==> src/pvm_pkg.sv <==
// Shared types and constants for the PCM voice mixer.
`timescale 1ns / 1ps

package pvm_pkg;

  typedef enum logic [2:0] {
    REQ_TICK        = 3'd0,
    REQ_PLAY        = 3'd1,
    REQ_MUSIC_START = 3'd2,
    REQ_MUSIC_STOP  = 3'd3,
    REQ_DESC        = 3'd4,
    REQ_SAMPLE      = 3'd5
  } req_t;

  localparam logic [17:0] MAX_CLIP_LEN = 18'd131072;
  localparam logic [2:0]  MUSIC_CLIP_RESET = 3'd7;

  // floor(x / 5) == (x * DIV5_MUL) >> DIV5_SHIFT for x below 2**23
  localparam int          DIV5_MUL_W = 23;
  localparam int          DIV5_SHIFT = 25;
  localparam logic [22:0] DIV5_MUL   = 23'd6710887;

  localparam logic signed [15:0] SAMPLE_MAX = 16'sh7fff;
  localparam logic signed [15:0] SAMPLE_MIN = -16'sh8000;

  typedef struct packed {
    logic signed [15:0] sample;
    logic               sat;
  } scale_res_t;

endpackage

==> src/pvm_scale.sv <==
// Scale of the mix sum by 4/5 toward zero with 16-bit saturation, three stages.
`timescale 1ns / 1ps

module pvm_scale #(
  parameter int MIX_W = 20
) (
  input  logic                   clk,
  input  logic                   rst,
  input  logic                   go,
  input  logic signed [MIX_W-1:0] acc,
  output logic                   done,
  output pvm_pkg::scale_res_t    res
);
  import pvm_pkg::*;

  localparam int X_W = MIX_W + 2;
  localparam int P_W = X_W + DIV5_MUL_W;

  logic             v1, v2;
  logic             neg1, neg2;
  logic [X_W-1:0]   x1;
  logic [P_W-1:0]   prod2;
  logic [MIX_W-1:0] mag;
  logic [MIX_W-1:0] q;

  assign mag = acc[MIX_W-1] ? MIX_W'(-acc) : MIX_W'(acc);
  assign q   = prod2[DIV5_SHIFT +: MIX_W];

  always_ff @(posedge clk) begin
    if (rst) begin
      v1   <= 1'b0;
      v2   <= 1'b0;
      done <= 1'b0;
    end else begin
      v1   <= go;
      v2   <= v1;
      done <= v2;
    end
    neg1  <= acc[MIX_W-1];
    x1    <= {mag, 2'b00};
    neg2  <= neg1;
    prod2 <= P_W'(x1) * P_W'(DIV5_MUL);
    if (neg2) begin
      if (q > MIX_W'(32768)) begin
        res.sample <= SAMPLE_MIN;
        res.sat    <= 1'b1;
      end else begin
        res.sample <= -signed'(q[15:0]);
        res.sat    <= 1'b0;
      end
    end else begin
      if (q > MIX_W'(32767)) begin
        res.sample <= SAMPLE_MAX;
        res.sat    <= 1'b1;
      end else begin
        res.sample <= signed'(q[15:0]);
        res.sat    <= 1'b0;
      end
    end
  end

endmodule

==> config.mk <==
export PLATFORM = sky130hd
export DESIGN_NAME = pvm_scale
export DESIGN_NICKNAME = d
export VERILOG_FILES = /design/src/pvm_pkg.sv /design/src/pvm_scale.sv
export SDC_FILE = /design/constraint.sdc
export NUM_CORES = 1
export LEC_CHECK = 0
export CORE_MARGIN = 5
export CORE_UTILIZATION = 51
export DETAILED_ROUTE_END_ITERATION = 10
export DONT_BUFFER_PORTS = 1
export GPL_TIMING_DRIVEN = 0
export PLACE_DENSITY = 0.63
export SYNTH_ARGS = -nofsm -noshare
export SYNTH_HDL_FRONTEND = slang
export SYNTH_SLANG_ARGS = --single-unit
==> constraint.sdc <==
create_clock -name clk -period 8.7 [get_ports clk]
set_input_delay 0.435 -clock clk [delete_from_list [all_inputs] [get_ports clk]]
set_output_delay 0.435 -clock clk [all_outputs]
set_load 0.01 [all_outputs]
**Yosys cells after proc, flatten, opt, wreduce, memory -nomap -nowiden**

Index checks and enable logic that the tools add are counted.

- Bits of input ports: 23
- Register bits: 85
- Output and inout port bits: 18
- Logic and storage cells: 19

- Multiplexer cells: 4
- Order comparisons: 2
- Add/subtract/negate cells: 2
- Multipliers: 1

Operator list:

| operator | number |
|---|---|
| $mux W17 | 3 |
| $mul A20 B23 Y43 const B | 1 |
| $gt A20 B15 Y1 const B | 1 |
| $gt A20 B16 Y1 const B | 1 |
| $neg A20 Y20 | 1 |
| $mux W19 | 1 |
| $neg A16 Y16 | 1 |

**Logic depth before layout (Yosys ltp)**

- Depth after elaboration: 3
- Gate-level depth with buffers: 21

**Worst setup path before layout**

No wires, ideal clock.

- Path type: reg-to-reg
- Start: register x1[20]
- End: register prod2[37]
- Period minus slack after synthesis: 5.783 ns
- Data required time: 8.578 ns
- Buffers on the path: 1
- Data arrival time: 5.661 ns
- Setup slack: 2.917 ns
- Stages on the path, launching flop included: 22
- Path through: dfxtp_1 inv_1 ha_1 fa_1 inv_1 fa_1 inv_1 fa_1 inv_1 fa_1 inv_1 fa_1 inv_1 ha_1 ha_1 clkbuf_2 a21oi_1 nor2b_1 o21a_1 or3_1 or4_1 o311a_1

- Longest elaborated chain between the ends: 1

Ends and longest elaborated chain:

| what | RTL line | source |
|---|---|---|
| start: declaration | pvm_scale.sv:21 | `logic [X_W-1:0] x1;` |
| start signal: assignment | pvm_scale.sv:40 | `x1 <= {mag, 2'b00};` |
| $mul A20 B23 Y43 | pvm_scale.sv:42 | `prod2 <= P_W'(x1) * P_W'(DIV5_MUL);` |
| end signal: assignment | pvm_scale.sv:42 |  |
| end: declaration | pvm_scale.sv:22 | `logic [P_W-1:0] prod2;` |

No other way between the ends.
A chain may end at the register's enable or synchronous reset.

**Final worst setup path**

- Start: register x1[5]
- End: register prod2[40]

The elaborated chain is that of the path after synthesis.

==> out/metrics.csv <==
metric,value,unit
run status,finished clean,
HPWL Detailed,18400,um
Layout area overhead,5.97,%
Initial Util,0.523,
Mean Syn Cell Area,9.28,um^2
maximum number of pins on one net before global-route repair,14,
proportion of netlist area held by the largest area contributor,0.266,
critical setup path kind,reg -> reg,
area of the die,21400,um^2
kind of end point of the critical path,flip-flop,
H-Tree Depth,3,
Post-Synthesis Net Count,1343,
Post-synth top flop,sky130_fd_sc_hd__dfxtp_1,
cell with the largest stage delay on the worst path,sky130_fd_sc_hd__o21ai_0,
Achievable Freq,152,MHz
# nets final,1354,
number of synthesized register bits,62,
boundary pin count,41,
largest incremental delay on the critical path,0.80,ns
"critical path fanouts, max",5,
"Reg clk slew, reported paths",0.07,ns
Worst Path Buf+Inv,6,
number of hold violations in the final report,0,
post-CTS setup buffers,0,
max-capacitance violation count,0,
number of distinct library cell variants in the gate-level netlist after synthesis,67,
CP dominant cell by count,sky130_fd_sc_hd__inv_1,
Crit path max-delay family,adder cells,
maximum buffer depth of the clock tree,2,
Post-Route Setup TNS,0,ns
clock tree from TritonCTS,built,
count of flip-flops with a built-in enable after synthesis,0,
Die Wd,146,um
clock sink count,62,
routed via count,7101,
post-route clock skew,0.0152,ns
Commonest cells post-synth,"sky130_fd_sc_hd__inv_1, sky130_fd_sc_hd__ha_1, sky130_fd_sc_hd__fa_1",
Final GP Congestion,0.901,
wire length after detailed routing,21300,um
"Data arrival, critical path",6.80,ns
post-route antenna net violation count,0,
total of buffers placed on input and output ports,0,
residual overflow from global routing,0,
root cell of the clock tree,sky130_fd_sc_hd__clkbuf_16,
final critical delay including setup and external delays,6.58,ns
Initial DRT Pass Iterations,5,
Avg Vias per Cell,5.60,
max_slew headroom,0.344,
site row count,49,
iteration-0 DRC count of the detailed router,371,
Ys Warns,0,
remaining routing DRC violations,0,
number of CTS-inserted buffers,9,
diode count,0,
wire length of the first global-routing pass,35400,um
antenna violations before repair,0,
Final period util,0.756,
leading post-synthesis cells by cell area,"sky130_fd_sc_hd__fa_1, sky130_fd_sc_hd__ha_1, sky130_fd_sc_hd__dfxtp_1, sky130_fd_sc_hd__inv_1, sky130_fd_sc_hd__xnor2_1",
Tightest Pin Transition,0.974,ns
post-synthesis instance total,1022,
cell taking the most area after synthesis,sky130_fd_sc_hd__fa_1,
clk_lat worst skew,0.36,ns
core area,18100,um^2
cts hold-fix bufs,0,
post-cts resize count,0,
portion of the post-synthesis area used by sequential elements,0.131,
classification of the worst-slack hold path,in -> reg,
Chip Height,146,um
GRT Resource Usage Total,0.205,
proportion of register bits with asynchronous set or reset after synthesis,0,
Final Slew Violations,0,
most frequently used cell type in the post-synthesis netlist,sky130_fd_sc_hd__inv_1,
worst-path cell chain,"inv_1, ha_1, inv_1, fa_1, inv_1, fa_1, inv_1, fa_1, ha_1, fa_1, inv_1, fa_1, inv_1, ha_1, nand4_1, nor2_1, a221oi_1, o21ai_0, a21oi_1, o311a_1",
WL per Instance,16.8,um
via count of the first global-routing pass,7101,
required time of the critical path,8.92,ns
netlist area before placement,9490,um^2
share of post-route cells with drive strength above 1,0.0308,
unrepaired setup endpoints after global routing,false,
crit path launch type,flip-flop,
Setup-failing EPs final,0,
metrics by stage:
stage	util	cells	setup slack, ns	hold WS (ns)	cell area (um^2)
2_1_floorplan	-	1022	2.92	0.310	9490
3_3_place_gp	0.539	1251	2.13	0.367	9770
3_5_place_dp	0.539	1251	2.12	0.350	9770
4_1_cts	0.554	1267	2.11	0.0856	10100
5_1_grt	0.554	1267	1.79	0.0900	10100
6_report	0.554	1267	2.12	0.0975	10100
worst paths after layout:
path	endpoint	slack [ns]	cells past startpoint	start
max	prod2[40]	2.12	20	x1[5]
min	x1[2]	0.1	0	acc[0]
max reg2reg	prod2[40]	2.12	20	x1[5]
min reg2reg	neg2	0.38	0	neg1
sequential cells by signal (all words and copies together) (netlist names):
name	cells
neg1	1
v1	1
v2	1
neg2	1
done	1
x1	20
res	17
prod2	20
final cells by class:
type                    count  area (um^2)
clock buffers               9          225
well taps                 229          287
clock inverters             7         55.1
fillers                  1703         8090
flip-flops and latches     62         1240
multi-input cells         711         7300
inverters                 224          841
plain buffers              25          106
routing by layer:
layer,vias to the layer above,global-route usage,wire [um]
li1,3450,-,-
met1,3474,0.279,9510
met2,151,0.343,10400
met3,26,0.0294,903
met4,0,0.0569,393
met5,-,0,0
cells by family (layout without fill, tap and decap cells):
group / after synthesis / after routing / share of synthesized area
adders and majority gates: 298 / 298 / 0.493
AOI/OAI and AO/OA: 181 / 181 / 0.131
buffers and inverters: 249 / 265 / 0.0998
DFF: 62 / 62 / 0.131
muxes: 6 / 6 / 0.00659
xor gates and xnor gates: 32 / 32 / 0.0310
and+or+nand+nor: 194 / 194 / 0.108
placed cells by master, fill, tap and decap left out, types with 11 or more instances in the layout:
cell type,count
sky130_fd_sc_hd__o21ai_0,28
sky130_fd_sc_hd__xnor2_1,26
sky130_fd_sc_hd__o31ai_1,18
sky130_fd_sc_hd__nor3_1,22
sky130_fd_sc_hd__nand3_1,18
sky130_fd_sc_hd__fa_1,126
sky130_fd_sc_hd__nand2_1,59
sky130_fd_sc_hd__nor2_1,21
sky130_fd_sc_hd__a21o_1,11
sky130_fd_sc_hd__clkbuf_1,20
sky130_fd_sc_hd__dfxtp_1,62
sky130_fd_sc_hd__inv_1,224
sky130_fd_sc_hd__or3_1,15
sky130_fd_sc_hd__ha_1,172
sky130_fd_sc_hd__a21oi_1,44
Power is left out: the tool's default activity adds up to more than one toggle a clock period on the data nets, which glitch-free logic cannot reach.
